### src/hw/rtl/ftbc_pkg.sv
package ftbc_pkg;

  localparam int FRACTION_BITS_DEF = 8;
  localparam int COLOR_W = 8;
  localparam int NUM_CH = 3;
  localparam int QUEUE_DEPTH = 2;

  localparam int CH_BLUE = 0;
  localparam int CH_GREEN = 1;
  localparam int CH_RED = 2;

endpackage

### src/hw/rtl/ftbc_if.sv
interface ftbc_smp_if
  import ftbc_pkg::*;
#(
  parameter int FRACTION_BITS = FRACTION_BITS_DEF
);
  logic                     valid;
  logic                     ready;
  logic [COLOR_W-1:0]       sample_blue;
  logic [COLOR_W-1:0]       sample_green;
  logic [COLOR_W-1:0]       sample_red;
  logic [FRACTION_BITS:0]   sample_opacity;
  logic                     last_sample;

  modport source (
    output valid, sample_blue, sample_green, sample_red, sample_opacity, last_sample,
    input  ready
  );
  modport sink (
    input  valid, sample_blue, sample_green, sample_red, sample_opacity, last_sample,
    output ready
  );
endinterface

interface ftbc_pix_if
  import ftbc_pkg::*;
#(
  parameter int FRACTION_BITS = FRACTION_BITS_DEF
);
  logic                     valid;
  logic                     ready;
  logic [COLOR_W-1:0]       pixel_blue;
  logic [COLOR_W-1:0]       pixel_green;
  logic [COLOR_W-1:0]       pixel_red;
  logic [FRACTION_BITS:0]   ray_opacity;
  logic                     terminated_early;

  modport source (
    output valid, pixel_blue, pixel_green, pixel_red, ray_opacity, terminated_early,
    input  ready
  );
  modport sink (
    input  valid, pixel_blue, pixel_green, pixel_red, ray_opacity, terminated_early,
    output ready
  );
endinterface

### src/hw/rtl/ftbc_queue.sv
module ftbc_queue
  import ftbc_pkg::*;
#(
  parameter int WIDTH = 8,
  parameter int DEPTH = QUEUE_DEPTH
) (
  input  logic             clk,
  input  logic             rst_n,
  input  logic             push_valid,
  output logic             push_ready,
  input  logic [WIDTH-1:0] push_data,
  output logic             pop_valid,
  input  logic             pop_ready,
  output logic [WIDTH-1:0] pop_data
);

  localparam int PTR_W = (DEPTH > 1) ? $clog2(DEPTH) : 1;
  localparam int CNT_W = $clog2(DEPTH + 1);

  logic [WIDTH-1:0] mem_r [DEPTH];
  logic [PTR_W-1:0] wr_ptr_r, wr_ptr_nxt;
  logic [PTR_W-1:0] rd_ptr_r, rd_ptr_nxt;
  logic [CNT_W-1:0] count_r, count_nxt;
  logic             do_push, do_pop;

  assign push_ready = (count_r != CNT_W'(DEPTH));
  assign pop_valid  = (count_r != '0);
  assign pop_data   = mem_r[rd_ptr_r];
  assign do_push    = push_valid && push_ready;
  assign do_pop     = pop_valid && pop_ready;

  always_comb begin
    wr_ptr_nxt = wr_ptr_r;
    rd_ptr_nxt = rd_ptr_r;
    count_nxt  = count_r;
    if (do_push) begin
      wr_ptr_nxt = (wr_ptr_r == PTR_W'(DEPTH - 1)) ? '0 : wr_ptr_r + PTR_W'(1);
    end
    if (do_pop) begin
      rd_ptr_nxt = (rd_ptr_r == PTR_W'(DEPTH - 1)) ? '0 : rd_ptr_r + PTR_W'(1);
    end
    if (do_push && !do_pop) begin
      count_nxt = count_r + CNT_W'(1);
    end else if (!do_push && do_pop) begin
      count_nxt = count_r - CNT_W'(1);
    end
  end

  always_ff @(posedge clk) begin
    if (!rst_n) begin
      wr_ptr_r <= '0;
      rd_ptr_r <= '0;
      count_r  <= '0;
    end else begin
      wr_ptr_r <= wr_ptr_nxt;
      rd_ptr_r <= rd_ptr_nxt;
      count_r  <= count_nxt;
    end
  end

  always_ff @(posedge clk) begin
    if (do_push) begin
      mem_r[wr_ptr_r] <= push_data;
    end
  end

`ifndef SYNTH
  a_count_bound: assert property (@(posedge clk) disable iff (!rst_n)
    count_r <= CNT_W'(DEPTH))
    else $error("queue count exceeds depth");
  a_count_push: assert property (@(posedge clk) disable iff (!rst_n)
    (do_push && !do_pop) |=> (count_r == $past(count_r) + CNT_W'(1)))
    else $error("queue count did not grow on push");
  a_count_pop: assert property (@(posedge clk) disable iff (!rst_n)
    (do_pop && !do_push) |=> (count_r == $past(count_r) - CNT_W'(1)))
    else $error("queue count did not shrink on pop");
`endif

endmodule

### src/hw/rtl/ftbc_front.sv
module ftbc_front
  import ftbc_pkg::*;
#(
  parameter int FRACTION_BITS = FRACTION_BITS_DEF,
  parameter int ITEM_W = NUM_CH * COLOR_W + FRACTION_BITS + 2
) (
  input  logic              clk,
  input  logic              rst_n,
  ftbc_smp_if.sink          smp,
  output logic              q_valid,
  input  logic              q_ready,
  output logic [ITEM_W-1:0] q_data
);

  localparam int OPA_W = FRACTION_BITS + 1;
  localparam logic [OPA_W-1:0] ONE_FX = {1'b1, {FRACTION_BITS{1'b0}}};

  logic [OPA_W-1:0]  opa_clamped;
  logic [ITEM_W-1:0] item;

  // Opacities above one are clamped to fully opaque before queuing.
  assign opa_clamped = (smp.sample_opacity > ONE_FX) ? ONE_FX : smp.sample_opacity;
  assign item = {smp.sample_blue, smp.sample_green, smp.sample_red,
                 opa_clamped, smp.last_sample};

  ftbc_queue #(
    .WIDTH (ITEM_W),
    .DEPTH (QUEUE_DEPTH)
  ) u_queue (
    .clk        (clk),
    .rst_n      (rst_n),
    .push_valid (smp.valid),
    .push_ready (smp.ready),
    .push_data  (item),
    .pop_valid  (q_valid),
    .pop_ready  (q_ready),
    .pop_data   (q_data)
  );

endmodule

### src/hw/rtl/ftbc_back.sv
module ftbc_back
  import ftbc_pkg::*;
#(
  parameter int FRACTION_BITS = FRACTION_BITS_DEF,
  parameter int ITEM_W = NUM_CH * COLOR_W + FRACTION_BITS + 2
) (
  input  logic               clk,
  input  logic               rst_n,
  input  logic               cfg_we,
  input  logic [FRACTION_BITS:0] cfg_wdata,
  input  logic               q_valid,
  output logic               q_ready,
  input  logic [ITEM_W-1:0]  q_data,
  ftbc_pix_if.source         pix
);

  localparam int F      = FRACTION_BITS;
  localparam int OPA_W  = F + 1;
  localparam int T_W    = 2 * F + 2;
  localparam int ACC_W  = F + COLOR_W;
  localparam int SUM_W  = ACC_W + 1;
  localparam int PROD_W = T_W + COLOR_W;
  localparam logic [OPA_W-1:0] ONE_FX  = {1'b1, {F{1'b0}}};
  localparam logic [OPA_W-1:0] THR_RST = OPA_W'((95 << F) / 100);

  logic [OPA_W-1:0]   thr_r;
  logic               back_run;

  logic [COLOR_W-1:0] q_col [NUM_CH];
  logic [OPA_W-1:0]   q_opa;
  logic               q_last;

  logic [OPA_W-1:0]   alpha_r, alpha_nxt;
  logic               sat_r, sat_nxt;
  logic [OPA_W-1:0]   one_minus;
  logic [T_W-1:0]     t_w;
  logic [F+1:0]       alpha_sum;
  logic [OPA_W-1:0]   alpha_clamp;
  logic [OPA_W-1:0]   alpha_new;
  logic               sat_new;

  logic               s1_valid_r;
  logic [T_W-1:0]     s1_t_r;
  logic [COLOR_W-1:0] s1_col_r [NUM_CH];
  logic               s1_acc_r;
  logic               s1_last_r;
  logic [OPA_W-1:0]   s1_alpha_r;
  logic               s1_sat_r;

  logic [ACC_W-1:0]   acc_r   [NUM_CH];
  logic [ACC_W-1:0]   acc_new [NUM_CH];

  logic               out_valid_r, out_valid_nxt;
  logic [COLOR_W-1:0] out_col_r [NUM_CH];
  logic [OPA_W-1:0]   out_opa_r;
  logic               out_term_r;
  logic               out_load;

  assign {q_col[CH_BLUE], q_col[CH_GREEN], q_col[CH_RED], q_opa, q_last} = q_data;

  assign back_run = !out_valid_r || pix.ready;
  assign q_ready  = back_run;

  always_ff @(posedge clk) begin
    if (!rst_n) begin
      thr_r <= THR_RST;
    end else if (cfg_we) begin
      thr_r <= cfg_wdata;
    end
  end

  // The opacity recurrence is combinational around alpha_r: one narrow multiply and an add.
  always_comb begin
    one_minus   = ONE_FX - alpha_r;
    t_w         = T_W'(one_minus) * T_W'(q_opa);
    alpha_sum   = (F + 2)'(alpha_r) + t_w[T_W-1:F];
    alpha_clamp = (alpha_sum > (F + 2)'(ONE_FX)) ? ONE_FX : alpha_sum[OPA_W-1:0];
    alpha_new   = sat_r ? alpha_r : alpha_clamp;
    sat_new     = sat_r || (alpha_clamp > thr_r);
  end

  always_comb begin
    alpha_nxt = alpha_r;
    sat_nxt   = sat_r;
    if (q_valid && back_run) begin
      alpha_nxt = q_last ? '0 : alpha_new;
      sat_nxt   = q_last ? 1'b0 : sat_new;
    end
  end

  always_ff @(posedge clk) begin
    if (!rst_n) begin
      alpha_r    <= '0;
      sat_r      <= 1'b0;
      s1_valid_r <= 1'b0;
    end else begin
      alpha_r <= alpha_nxt;
      sat_r   <= sat_nxt;
      if (back_run) begin
        s1_valid_r <= q_valid;
      end
    end
  end

  always_ff @(posedge clk) begin
    if (q_valid && back_run) begin
      s1_t_r     <= t_w;
      s1_col_r   <= q_col;
      s1_acc_r   <= !sat_r;
      s1_last_r  <= q_last;
      s1_alpha_r <= alpha_new;
      s1_sat_r   <= sat_new;
    end
  end

  for (genvar c = 0; c < NUM_CH; c++) begin : g_lane
    logic [PROD_W-1:0] prod;
    logic [SUM_W-1:0]  sum;
    logic [ACC_W-1:0]  acc_sat;

    always_comb begin
      prod       = PROD_W'(s1_t_r) * PROD_W'(s1_col_r[c]);
      sum        = SUM_W'(acc_r[c]) + SUM_W'(prod[PROD_W-1:F]);
      acc_sat    = sum[SUM_W-1] ? {ACC_W{1'b1}} : sum[ACC_W-1:0];
      acc_new[c] = s1_acc_r ? acc_sat : acc_r[c];
    end

    always_ff @(posedge clk) begin
      if (!rst_n) begin
        acc_r[c] <= '0;
      end else if (s1_valid_r && back_run) begin
        acc_r[c] <= s1_last_r ? '0 : acc_new[c];
      end
    end

    always_ff @(posedge clk) begin
      if (out_load) begin
        out_col_r[c] <= acc_new[c][F+COLOR_W-1:F];
      end
    end
  end

  assign out_load = s1_valid_r && s1_last_r && back_run;

  always_comb begin
    out_valid_nxt = out_valid_r;
    if (out_load) begin
      out_valid_nxt = 1'b1;
    end else if (pix.ready) begin
      out_valid_nxt = 1'b0;
    end
  end

  always_ff @(posedge clk) begin
    if (!rst_n) begin
      out_valid_r <= 1'b0;
    end else begin
      out_valid_r <= out_valid_nxt;
    end
  end

  always_ff @(posedge clk) begin
    if (out_load) begin
      out_opa_r  <= s1_alpha_r;
      out_term_r <= s1_sat_r;
    end
  end

  assign pix.valid            = out_valid_r;
  assign pix.pixel_blue       = out_col_r[CH_BLUE];
  assign pix.pixel_green      = out_col_r[CH_GREEN];
  assign pix.pixel_red        = out_col_r[CH_RED];
  assign pix.ray_opacity      = out_opa_r;
  assign pix.terminated_early = out_term_r;

`ifndef SYNTH
  a_alpha_bound: assert property (@(posedge clk) disable iff (!rst_n)
    alpha_r <= ONE_FX)
    else $error("accumulated opacity above one");
  a_sat_nonzero: assert property (@(posedge clk) disable iff (!rst_n)
    sat_r |-> (alpha_r != '0))
    else $error("ray terminated with zero opacity");
  a_last_emits: assert property (@(posedge clk) disable iff (!rst_n)
    out_load |=> out_valid_r)
    else $error("last sample of a ray produced no pixel");
  a_ray_cleared: assert property (@(posedge clk) disable iff (!rst_n)
    (q_valid && back_run && q_last) |=> (alpha_r == '0 && !sat_r))
    else $error("ray state not cleared after last sample");
`endif

endmodule

### src/hw/rtl/front_to_back_ray_compositor.sv
// Front-to-back compositor for the classified samples of one ray, with early
// ray termination. Each sample word brings a blue, green and red value and an
// opacity in unsigned fixed point with FRACTION_BITS fraction bits. The block
// sustains one sample per cycle while no pixel word is held back; that rate
// is set by the opacity recurrence in the back end, one narrow multiply and
// add per cycle. A pixel word is presented once the last sample of its ray
// has passed the input queue and the stage register for the opacity weight,
// after which the color accumulation is written straight into the output
// register. A pixel word that is not taken stalls the back end, and the
// two-word queue then fills and stalls the input. Once the accumulated
// opacity exceeds the threshold register, further samples of that ray are
// ignored, but the last sample still yields the pixel and clears the ray. The
// threshold resets to 0.95 and may be written only while no ray is in flight.
module front_to_back_ray_compositor
  import ftbc_pkg::*;
#(
  parameter int FRACTION_BITS = FRACTION_BITS_DEF
) (
  input  logic                   clk,
  input  logic                   rst_n,
  input  logic                   cfg_we,
  input  logic [FRACTION_BITS:0] cfg_wdata,
  ftbc_smp_if.sink               in_smp,
  ftbc_pix_if.source             out_pix
);

  localparam int ITEM_W = NUM_CH * COLOR_W + FRACTION_BITS + 2;

  logic              q_valid;
  logic              q_ready;
  logic [ITEM_W-1:0] q_data;

  ftbc_front #(
    .FRACTION_BITS (FRACTION_BITS),
    .ITEM_W        (ITEM_W)
  ) u_front (
    .clk     (clk),
    .rst_n   (rst_n),
    .smp     (in_smp),
    .q_valid (q_valid),
    .q_ready (q_ready),
    .q_data  (q_data)
  );

  ftbc_back #(
    .FRACTION_BITS (FRACTION_BITS),
    .ITEM_W        (ITEM_W)
  ) u_back (
    .clk       (clk),
    .rst_n     (rst_n),
    .cfg_we    (cfg_we),
    .cfg_wdata (cfg_wdata),
    .q_valid   (q_valid),
    .q_ready   (q_ready),
    .q_data    (q_data),
    .pix       (out_pix)
  );

endmodule
### src/flat_wrapper.sv
// flat-port wrapper written by rule: the top's interface ports become plain ports
module front_to_back_ray_compositor_flat import ftbc_pkg::*;
#(
  parameter int FRACTION_BITS = FRACTION_BITS_DEF
)
  (clk, rst_n, cfg_we, cfg_wdata, in_smp_valid, in_smp_sample_blue, in_smp_sample_green, in_smp_sample_red, in_smp_sample_opacity, in_smp_last_sample, in_smp_ready, out_pix_valid, out_pix_pixel_blue, out_pix_pixel_green, out_pix_pixel_red, out_pix_ray_opacity, out_pix_terminated_early, out_pix_ready);
  ftbc_smp_if #(.FRACTION_BITS(FRACTION_BITS)) in_smp_i ();
  ftbc_pix_if #(.FRACTION_BITS(FRACTION_BITS)) out_pix_i ();
  input  logic clk;
  input  logic rst_n;
  input  logic cfg_we;
  input  logic [FRACTION_BITS:0] cfg_wdata;
  input wire logic [$bits(in_smp_i.valid)-1:0] in_smp_valid;
  input wire logic [$bits(in_smp_i.sample_blue)-1:0] in_smp_sample_blue;
  input wire logic [$bits(in_smp_i.sample_green)-1:0] in_smp_sample_green;
  input wire logic [$bits(in_smp_i.sample_red)-1:0] in_smp_sample_red;
  input wire logic [$bits(in_smp_i.sample_opacity)-1:0] in_smp_sample_opacity;
  input wire logic [$bits(in_smp_i.last_sample)-1:0] in_smp_last_sample;
  output wire logic [$bits(in_smp_i.ready)-1:0] in_smp_ready;
  output wire logic [$bits(out_pix_i.valid)-1:0] out_pix_valid;
  output wire logic [$bits(out_pix_i.pixel_blue)-1:0] out_pix_pixel_blue;
  output wire logic [$bits(out_pix_i.pixel_green)-1:0] out_pix_pixel_green;
  output wire logic [$bits(out_pix_i.pixel_red)-1:0] out_pix_pixel_red;
  output wire logic [$bits(out_pix_i.ray_opacity)-1:0] out_pix_ray_opacity;
  output wire logic [$bits(out_pix_i.terminated_early)-1:0] out_pix_terminated_early;
  input wire logic [$bits(out_pix_i.ready)-1:0] out_pix_ready;
  assign in_smp_i.valid = in_smp_valid;
  assign in_smp_i.sample_blue = in_smp_sample_blue;
  assign in_smp_i.sample_green = in_smp_sample_green;
  assign in_smp_i.sample_red = in_smp_sample_red;
  assign in_smp_i.sample_opacity = in_smp_sample_opacity;
  assign in_smp_i.last_sample = in_smp_last_sample;
  assign in_smp_ready = in_smp_i.ready;
  assign out_pix_valid = out_pix_i.valid;
  assign out_pix_pixel_blue = out_pix_i.pixel_blue;
  assign out_pix_pixel_green = out_pix_i.pixel_green;
  assign out_pix_pixel_red = out_pix_i.pixel_red;
  assign out_pix_ray_opacity = out_pix_i.ray_opacity;
  assign out_pix_terminated_early = out_pix_i.terminated_early;
  assign out_pix_i.ready = out_pix_ready;
  front_to_back_ray_compositor #(.FRACTION_BITS(FRACTION_BITS)) u_core (.clk(clk), .rst_n(rst_n), .cfg_we(cfg_we), .cfg_wdata(cfg_wdata), .in_smp(in_smp_i), .out_pix(out_pix_i));
endmodule
### config.mk
export PLATFORM = sky130hd
export DESIGN_NAME = front_to_back_ray_compositor_flat
export DESIGN_NICKNAME = d
export VERILOG_FILES = /design/src/hw/rtl/ftbc_pkg.sv /design/src/hw/rtl/ftbc_if.sv /design/src/hw/rtl/ftbc_queue.sv /design/src/hw/rtl/ftbc_front.sv /design/src/hw/rtl/ftbc_back.sv /design/src/hw/rtl/front_to_back_ray_compositor.sv /design/src/flat_wrapper.sv
export SDC_FILE = /design/constraint.sdc
export NUM_CORES = 1
export LEC_CHECK = 0
export BUFFER_PORTS_ARGS = -buffer_cell sky130_fd_sc_hd__buf_2
export CELL_PAD_IN_SITES_DETAIL_PLACEMENT = 0
export CELL_PAD_IN_SITES_GLOBAL_PLACEMENT = 2
export CORE_AREA = 2 2 260 262
export CTS_BUF_LIST = sky130_fd_sc_hd__clkbuf_16
export DETAILED_ROUTE_END_ITERATION = 8
export DIE_AREA = 0 0 262 264
export GPL_ROUTABILITY_DRIVEN = 0
export GPL_TIMING_DRIVEN = 0
export PLACE_DENSITY = 0.86
export SLEW_MARGIN = 20
export SYNTH_ARGS = -nofsm -noshare
export SYNTH_HDL_FRONTEND = slang
export SYNTH_SLANG_ARGS = --single-unit
export TNS_END_PERCENT = 100
### constraint.sdc
create_clock -name clk -period 9.1 [get_ports clk]
set_clock_uncertainty 0.2 [all_clocks]
set_input_delay 1.82 -clock clk [delete_from_list [all_inputs] [get_ports clk]]
set_output_delay 1.82 -clock clk [all_outputs]
set_load 0.05 [all_outputs]
==> results.py, run 1 <==
metrics = {
    "cells_and_area": {
        "fin_cells": 3600,
        "finish.utilization_pct": 43.27,
        "diodes": 0,
        "drive_gt1_share_pct": 9.278,
        "final_common_cell": "inv_1",
        "final_cell_mix": "342 x inv_1, 341 x nand2_1, 336 x fa_1",
        "nNetsFinal": 3319,
        "syn_to_final_growth_pct": 11.93,
    },
    "synth": {
        "yosysSeqAreaShare_pct": 25.83,
        "synth-edff-count": 204,
        "avgSynthCellArea_um2": 10.00,
        "synth_area_um2": 25730,
        "yosys_warnings": 0,
        "synth_ff_type": "edfxtp_1",
        "ys_types": 64,
        "async_reset_ff_share_pct": 0,
        "postSynthCellCount": 2572,
        "syn-num-nets": 3186,
        "ys_seq_elements": 230,
    },
    "floorplan": {
        "die_x_um": 262,
        "chipHeight_um": 264,
        "core_um2": 66560,
        "start_util_pct": 38.66,
        "io-pin-count": 84,
        "rows": 95,
        "dieArea_um2": 69170,
    },
    "timing": {
        "final_hold_viol_count": 0,
        "hold_ws_ps": 223.9,
        "max_slew_margin_pct": 40.98,
        "setup_viol": 0,
        "worst_pin_slew_ps": 885.2,
        "slew_violations": 0,
        "min_period_ps": 8840,
        "max_freq_mhz": 113.1,
        "post-route-period-util_pct": 97.15,
        "rsz0062_at_grt": "yes",
    },
    "clock_network": {
        "cts_hold_buf": 0,
        "htreeDepth": 1,
        "clkSinkCount": 230,
        "numCtsBuffers": 28,
        "clock-root-buffer": "clkbuf_16",
        "cts_tree": "done",
        "clock_path_buffers": 3,
        "insertion_delay_ps": 590,
        "clkTransAtPathRegs_ps": 70,
    },
    "global_routing": {
        "grt_start_max_net_pins": 54,
        "antenna_found_initial": 0,
        "grt.overflow.total": 0,
        "grt_util_all_layers_pct": 18.70,
        "grt_pass1_wl_mm": 102.2,
        "grt_pass1_vias": 19491,
    },
    "setup_path": {
        "slowest_stage": "fa_1",
        "required_ps": 9230,
        "r2r_start": "u_core.u_back.alpha_r[0]$_SDFFE_PN0P_",
        "crit_fanout": 9,
        "criticalPathCategory": "reg2reg",
        "setup.worst_path.start": "u_core.u_back.alpha_r[0]$_SDFFE_PN0P_",
        "r2r_cells": 39,
        "crit_path_start_kind": "flip-flop",
        "cpMostUsedCell": "o21a_1",
        "worst_setup_path_end_kind": "flip-flop",
        "cp_slowest_stage_delay_ps": 490,
        "cp_data_arrival_time_ps": 8970,
        "r2r_slack_ps": 260,
        "reg2reg_to": "u_core.u_back.s1_sat_r$_DFFE_PP_",
    },
    "drt": {
        "drc": 0,
        "drt-vias-per-instance": 5.116,
        "wl_per_cell_um": 17.90,
        "met3_length_mm": 2.450,
        "highest_layer": "met4",
        "drt_iter0_drc": 835,
        "dr.pass1.iters": 5,
        "met1Wirelength_mm": 26.65,
        "met2_length_mm": 33.40,
        "vias": 18418,
        "wl_mm": 64.43,
        "drtAntennaViolNets": 0,
    },
    "placement": {
        "dp_hpwl_mm": 52.50,
        "portBuffers": 82,
        "dp_cells": 3531,
    },
    "min_path": {
        "holdCritPathClass": "reg2reg",
        "hold-path-cell-count": 0,
        "hold_end": "u_core.u_back.pix.ray_opacity[4]$_DFFE_PP_",
        "min_from": "u_core.u_back.s1_alpha_r[4]$_DFFE_PP_",
    },
    "run": {
        "drv_cap": 0,
    },
    "run_status": {
        "status": "finished clean",
    },
}
[metal layers]
metal | GRT usage, % | vias up
met4 | 5.680 | 0
met2 | 33.78 | 324
met5 | 0 | -
met3 | 1.919 | 96
li1 | - | 8697
met1 | 23.34 | 9301
[area by class of cell]
cell class,instances,area [um^2]
fill,6350,37760
multi-input combinational,1896,17740
sequential,230,6650
inverter,340,1281
tap,873,1092
clock buffer,29,725.7
timing repair buffer,105,648.1
buffer,104,411.6
clock inverter,23,252.7
[per-stage QoR]
stage	instance area, um^2	setup slack, ps	TNS [ps]
floorplan	25730	291.1	0
global placement	27230	-1380	-2637
detailed placement	27350	-1558	-2976
CTS	28510	4.053	0
global route	28800	-124.3	-201.5
finish	28800	259.8	0
[timing repair]
action                     in CTS  in global routing
pin swaps                       5                 17
setup endpoints to repair       2                 42
gates resized for setup        35                 41
setup buffers                   4                 15
[sequential cells by signal, indices dropped and copies added, names as in the netlist, 2 cells and up, named ones only]
name and cells:
u_core.u_back.thr_r 9, u_core.u_back.pix.ray_opacity 9, u_core.u_back.alpha_r 9, u_core.u_front.u_queue.mem_r 68
u_core.u_back.s1_alpha_r 9, u_core.u_front.u_queue.count_r 2, u_core.u_back.out_col_r 24, u_core.u_back.s1_t_r 18
u_core.u_back.acc_r 48, u_core.u_back.s1_col_r 24
[logic make-up (layout without fill, tap and decap cells)]
logic type	after synthesis	in the layout	share of synthesized area (%)
AND/OR/NAND/NOR	799	799	14.91
buffers and inverters	446	601	6.521
XOR/XNOR	130	130	4.488
AO/OA/AOI/OAI	353	353	8.889
multiplexers	48	48	2.037
flip-flops	230	230	25.83
adder cells (fa/ha/maj)	566	566	37.33
[cell usage after synthesis, drive strengths merged (26+ instances only)]
cell type  number  area (um^2)
nand2         344         1291
inv           340         1276
fa            336         6726
ha            230         2878
and2          210         1314
edfxtp        204         6126
nor2          112        420.4
a21oi         105        525.5
clkbuf        101        379.1
xnor2          74        648.1
o21ai          63        319.1
xor2           55        481.7
a21o           44        330.3
mux2           35        394.1
nor2b          31        193.9
dfxtp          26        520.5
[worst max-delay path, delay by kind of cell, from the launching register on]
kind	cells	cell delay, ps
flip-flops	1	310
adder cells (fa/ha/maj)	8	2990
buffers and inverters	6	670
AND/OR/NAND/NOR	10	1610
XOR/XNOR	2	570
AO/OA/AOI/OAI	13	2230
[how the worst max path moves through the flow]
stage | endpoint | cells after the start | slack [ps]
6_report | u_core.u_back.s1_sat_r$_DFFE_PP_ | 39 | 260
4_1_cts | u_core.u_back.s1_sat_r$_DFFE_PP_ | 39 | 4
3_3_place_gp | u_core.u_back.s1_sat_r$_DFFE_PP_ | 37 | -1380
3_5_place_dp | u_core.u_back.s1_sat_r$_DFFE_PP_ | 37 | -1560
2_1_floorplan | u_core.u_back.s1_sat_r$_DFFE_PP_ | 38 | 290
5_1_grt | u_core.u_back.s1_sat_r$_DFFE_PP_ | 40 | -120
Power of run 1 is left out: the tool's default activity adds up to more than one toggle a clock period on the data nets, which glitch-free logic cannot reach.
==> run 2, diff against run 1 <==
--- a/config.mk
+++ b/config.mk
@@ -5,13 +5,14 @@
 export SDC_FILE = /design/constraint.sdc
 export NUM_CORES = 1
 export LEC_CHECK = 0
+export ABC_AREA = 0
 export BUFFER_PORTS_ARGS = -buffer_cell sky130_fd_sc_hd__buf_2
 export CELL_PAD_IN_SITES_DETAIL_PLACEMENT = 0
 export CELL_PAD_IN_SITES_GLOBAL_PLACEMENT = 2
-export CORE_AREA = 2 2 260 262
+export CORE_AREA = 2 2 221 309
 export CTS_BUF_LIST = sky130_fd_sc_hd__clkbuf_16
 export DETAILED_ROUTE_END_ITERATION = 8
-export DIE_AREA = 0 0 262 264
+export DIE_AREA = 0 0 223 311
 export GPL_ROUTABILITY_DRIVEN = 0
 export GPL_TIMING_DRIVEN = 0
 export PLACE_DENSITY = 0.86
==> run 2 against run 1 <==
  * Sequential cell count unchanged
  * First-iteration DRC count decreased by 3.0%
  * Fmax up 0.97%
  * Via count up 1.4%
  * Final area decreased by 0.32%
  * Hold slack lost 4.0 ps
  * Wire length increased by 5.6%
  * Global-route usage grew 1.1 points
  * Worst setup slack improved by 85 ps
==> results.py, run 2 (synthesis gave the netlist of run 1 again) <==
metrics = {
    "floorplan": {
        "io-pin-count": 84,
        "start_util_pct": 38.66,
        "rows": 112,
        "dieArea_um2": 69350,
        "core_um2": 66560,
        "chipHeight_um": 311,
        "die_x_um": 223,
    },
    "timing": {
        "post-route-period-util_pct": 96.21,
        "setup_viol": 0,
        "max_slew_margin_pct": 46.39,
        "final_hold_viol_count": 0,
        "max_freq_mhz": 114.2,
        "min_period_ps": 8755,
        "slew_violations": 0,
        "worst_pin_slew_ps": 802.9,
    },
    "cells_and_area": {
        "register_area_um2": 6650,
        "syn_to_final_growth_pct": 11.57,
        "largest_reg_flops": 68,
        "diodes": 0,
        "final_area_um2": 28710,
        "finish.utilization_pct": 43.13,
        "drive_gt1_share_pct": 9.412,
        "multi_input_area_um2": 17780,
        "nNetsFinal": 3318,
        "fin_cells": 3575,
        "final_cell_mix": "341 x nand2_1, 340 x inv_1, 335 x fa_1",
        "regMostFlops": "u_core.u_front.u_queue.mem_r",
        "fillers": 6404,
        "reg_top3": "u_core.u_front.u_queue.mem_r (68), u_core.u_back.acc_r (48)",
        "final_common_cell": "nand2_1",
    },
    "clock_network": {
        "numCtsBuffers": 25,
        "clock-root-buffer": "clkbuf_16",
        "htreeDepth": 1,
        "clkTransAtPathRegs_ps": 60,
        "clock_path_buffers": 3,
        "cts_hold_buf": 0,
        "cts_tree": "done",
        "insertion_delay_ps": 590,
        "clkSinkCount": 230,
    },
    "run_status": {
        "status": "finished clean",
    },
    "drt": {
        "drc": 0,
        "wl_per_cell_um": 19.03,
        "dr.pass1.iters": 6,
        "drtAntennaViolNets": 0,
        "drt_iter0_drc": 810,
        "wl_mm": 68.03,
        "vias": 18672,
        "drt-vias-per-instance": 5.223,
    },
    "setup_path": {
        "cp_slowest_stage_delay_ps": 500,
        "worst_setup_path_end_kind": "flip-flop",
        "crit_fanout": 6,
        "cpMostUsedCell": "o21a_1",
        "crit_path_start_kind": "flip-flop",
        "r2r_cells": 41,
        "required_ps": 9240,
        "setup.worst_path.start": "u_core.u_back.alpha_r[3]$_SDFFE_PN0P_",
        "cp_data_arrival_time_ps": 8900,
        "criticalPathCategory": "reg2reg",
        "r2r_start": "u_core.u_back.alpha_r[3]$_SDFFE_PN0P_",
        "slowest_stage": "fa_1",
    },
    "placement": {
        "portBuffers": 82,
        "dp_cells": 3513,
        "dp_hpwl_mm": 56.27,
        "place_area_um2": 27330,
    },
    "min_path": {
        "min_from": "u_core.u_back.s1_alpha_r[8]$_DFFE_PP_",
        "hold-path-cell-count": 0,
        "holdCritPathClass": "reg2reg",
    },
    "global_routing": {
        "antenna_found_initial": 0,
        "grt_util_all_layers_pct": 19.80,
        "grt_pass1_wl_mm": 108.2,
        "grt.overflow.total": 0,
        "grt_pass1_vias": 20723,
        "grt_start_max_net_pins": 53,
    },
    "run": {
        "drv_cap": 0,
    },
}
[run 2: changes by cell type in the layout (fill, tap and decap cells not counted), moves of 3 or more]
| cell | change |
|---|---|
| clkbuf_16 | -4 |
| clkinvlp_4 | +3 |
| xor2_1 | +3 |
| xor2_2 | -3 |
[run 2: layout make-up]
class,instances,share of cell area [%]
Buffer,104,1.477
Clock buffer,25,2.179
Clock inverter,18,0.7322
Inverter,340,4.467
Multi-Input combinational cell,1896,61.93
Sequential cell,230,23.16
Tap cell,855,3.726
Timing Repair Buffer,107,2.323
[run 2: routing by layer]
layer	global-route usage (%)	part of all wire, %	vias up
li1	-	-	8699
met1	20.55	36	9528
met2	39.56	57	321
met3	1.851	2.8	124
met4	8.771	4.4	0
met5	0	0	-
[run 2: metrics by stage]
stage               hold slack (ps)  worst slack [ps]  setup TNS, ps
finish                        219.9             344.6              0
global route                  223.7            -55.13         -55.13
CTS                           221.7             1.680              0
detailed placement            205.9             -1770          -3950
global placement              210.6             -1602          -3223
floorplan                     200.3             291.1              0
[run 2: what timing repair did]
action                     in CTS  in global routing
gates resized for setup        42                 50
setup endpoints to repair       5                 42
pin swaps                       6                 15
buffers inserted                8                 13
[run 2: critical path, delay by kind of cell, from the launching register on]
kind | cells | cell delay [ps]
and+or+nand+nor | 11 | 1630
buffers and inverters | 8 | 910
DFF | 1 | 330
adders and majority gates | 7 | 2710
xor gates and xnor gates | 2 | 540
AOI/OAI and AO/OA | 13 | 2160
[run 2: worst paths after layout]
kind | end | slack, ps
setup / recovery | u_core.u_back.s1_sat_r$_DFFE_PP_ | 340
hold reg to reg | u_core.u_back.pix.ray_opacity[8]$_DFFE_PP_ | 220
hold / removal | u_core.u_back.pix.ray_opacity[8]$_DFFE_PP_ | 220
setup reg to reg | u_core.u_back.s1_sat_r$_DFFE_PP_ | 340
Power of run 2 is left out for the same reason.
==> run 3, diff against run 2 <==
--- a/config.mk
+++ b/config.mk
@@ -16,6 +16,7 @@
 export GPL_ROUTABILITY_DRIVEN = 0
 export GPL_TIMING_DRIVEN = 0
 export PLACE_DENSITY = 0.86
+export SETUP_SLACK_MARGIN = 0.5
 export SLEW_MARGIN = 20
 export SYNTH_ARGS = -nofsm -noshare
 export SYNTH_HDL_FRONTEND = slang
==> run 3 against run 2 <==
  * First-iteration DRC count is 2.7% lower
  * Worst setup slack improved by 230 ps
  * Via count grew 1.3%
  * Final area up 2.3%
  * Fmax increased by 2.7%
  * Hold slack gained 3.2 ps
  * Die area unchanged
  * Final cell count increased by 1.1%
  * Wire length rose by 1.4%
  * Sequential cell count unchanged
  * Highest routed layer unchanged
==> results.py, run 3 (synthesis gave the netlist of run 1 again) <==
metrics = {
    "global_routing": {
        "grt_util_all_layers_pct": 20.05,
        "grt.overflow.total": 0,
        "antenna_found_initial": 0,
        "grt_pass1_vias": 20568,
        "grt_pass1_wl_mm": 109.0,
        "grt_start_max_net_pins": 51,
    },
    "clock_network": {
        "clkSinkCount": 230,
        "clock_path_buffers": 3,
        "numCtsBuffers": 24,
        "htreeDepth": 1,
        "cts_tree": "done",
        "clkTransAtPathRegs_ps": 60,
        "insertion_delay_ps": 590,
        "clock-root-buffer": "clkbuf_16",
    },
    "floorplan": {
        "dieArea_um2": 69350,
        "chipHeight_um": 311,
        "start_util_pct": 38.66,
        "die_x_um": 223,
        "io-pin-count": 84,
        "core_um2": 66560,
        "rows": 112,
    },
    "drt": {
        "vias": 18924,
        "dr.pass1.iters": 7,
        "drc": 0,
        "drt-vias-per-instance": 5.236,
        "drtAntennaViolNets": 0,
        "wl_mm": 69.00,
        "drt_iter0_drc": 788,
        "wl_per_cell_um": 19.09,
    },
    "setup_path": {
        "cp_slowest_stage_delay_ps": 560,
        "r2r_slack_ps": 570,
        "crit_path_start_kind": "flip-flop",
        "cp_data_arrival_time_ps": 8660,
        "worst_setup_path_end_kind": "flip-flop",
        "crit_fanout": 5,
        "criticalPathCategory": "reg2reg",
        "slowest_stage": "fa_1",
        "required_ps": 9240,
    },
    "cells_and_area": {
        "diodes": 0,
        "reg_top3": "u_core.u_front.u_queue.mem_r (68), u_core.u_back.acc_r (48)",
        "fin_cells": 3614,
        "drive_gt1_share_pct": 12.98,
        "fillers": 6245,
        "syn_to_final_growth_pct": 14.17,
        "final_cell_mix": "337 x nand2_1, 334 x inv_1, 333 x fa_1",
        "final_common_cell": "nand2_1",
        "nNetsFinal": 3356,
        "regMostFlops": "u_core.u_front.u_queue.mem_r",
        "largest_reg_flops": 68,
    },
    "min_path": {
        "holdCritPathClass": "reg2reg",
    },
    "placement": {
        "dp_cells": 3513,
        "dp_hpwl_mm": 56.22,
        "portBuffers": 82,
    },
    "timing": {
        "max_freq_mhz": 117.2,
        "min_period_ps": 8529,
        "worst_pin_slew_ps": 841.7,
        "final_hold_viol_count": 0,
        "rsz0062_at_grt": "yes",
        "setup_viol": 0,
        "post-route-period-util_pct": 93.73,
        "max_slew_margin_pct": 43.80,
        "slew_violations": 0,
    },
    "run": {
        "drv_cap": 0,
    },
    "run_status": {
        "status": "finished clean",
    },
}
run 3: cell count changes in the layout (fill, tap and decap cells not counted), moves of 4 or more:
cell | before | now
inv_1 | 340 | 334
ha_1 | 226 | 218
buf_4 | 21 | 52
clkbuf_2 | 5 | 25
xnor2_2 | 6 | 10
clkbuf_1 | 90 | 69
nand2_1 | 341 | 337
ha_4 | 4 | 10
xor2_1 | 50 | 45
clkinvlp_4 | 5 | 1
clkinv_1 | 3 | 7
inv_2 | 2 | 6
buf_6 | 2 | 7
o21ai_0 | 54 | 50
run 3: layout make-up:
type | count | area [um^2] | share of cell area, %
buffer | 106 | 501.7 | 1.708
inverter | 340 | 1287 | 4.382
tap | 855 | 1070 | 3.641
clock inverter | 19 | 201.4 | 0.6857
multi-input combinational | 1896 | 18100 | 61.60
clock buffer | 24 | 600.6 | 2.044
timing repair buffer | 144 | 963.4 | 3.279
sequential | 230 | 6656 | 22.66
run 3: worst paths after layout:
| path | start | to | depth (start not counted) |
|---|---|---|---|
| worst min register to register | u_core.u_back.s1_alpha_r[8]$_DFFE_PP_ | u_core.u_back.pix.ray_opacity[8]$_DFFE_PP_ | 0 |
| worst max register to register | u_core.u_back.alpha_r[2]$_SDFFE_PN0P_ | u_core.u_back.s1_sat_r$_DFFE_PP_ | 42 |
| worst min-delay path | u_core.u_back.s1_alpha_r[8]$_DFFE_PP_ | u_core.u_back.pix.ray_opacity[8]$_DFFE_PP_ | 0 |
| worst max-delay path | u_core.u_back.alpha_r[2]$_SDFFE_PN0P_ | u_core.u_back.s1_sat_r$_DFFE_PP_ | 42 |
run 3: routing by layer:
metal,part of all wire (%),global-route usage [%]
met3,2.7,1.303
met5,0,0
met4,5.7,10.68
met1,36,20.79
met2,56,39.70
run 3: per-stage QoR:
stage	setup TNS, ps	instance area (um^2)	worst slack (ps)	utilization (%)	hold slack, ps
after floorplan	0	25760	507.9	-	200.3
after global placement	-2351	27240	-1238	40.92	209.3
after CTS	0	28780	402.0	43.24	224.3
final	0	29380	571.0	44.14	223.2
after global routing	0	29380	236.3	44.14	222.8
after detailed placement	-2751	27360	-1430	41.10	206.2
run 3: timing repair:
item | 4_1_cts | 5_1_grt
hold buffers | 0 | 0
buffers inserted | 27 | 31
pin swaps | 31 | 43
endpoints found under the setup margin | 84 | 71
gates resized for setup | 95 | 109
run 3: worst max-delay path: cells and delay by family (launching register included):
kind	cells	cell delay [ps]
AO/OA/AOI/OAI	12	2100
AND/OR/NAND/NOR	10	1120
flip-flops	1	330
multiplexers	1	310
XOR/XNOR	2	360
adder cells (fa/ha/maj)	7	2770
buffers and inverters	10	1090
Power of run 3 is left out for the same reason.
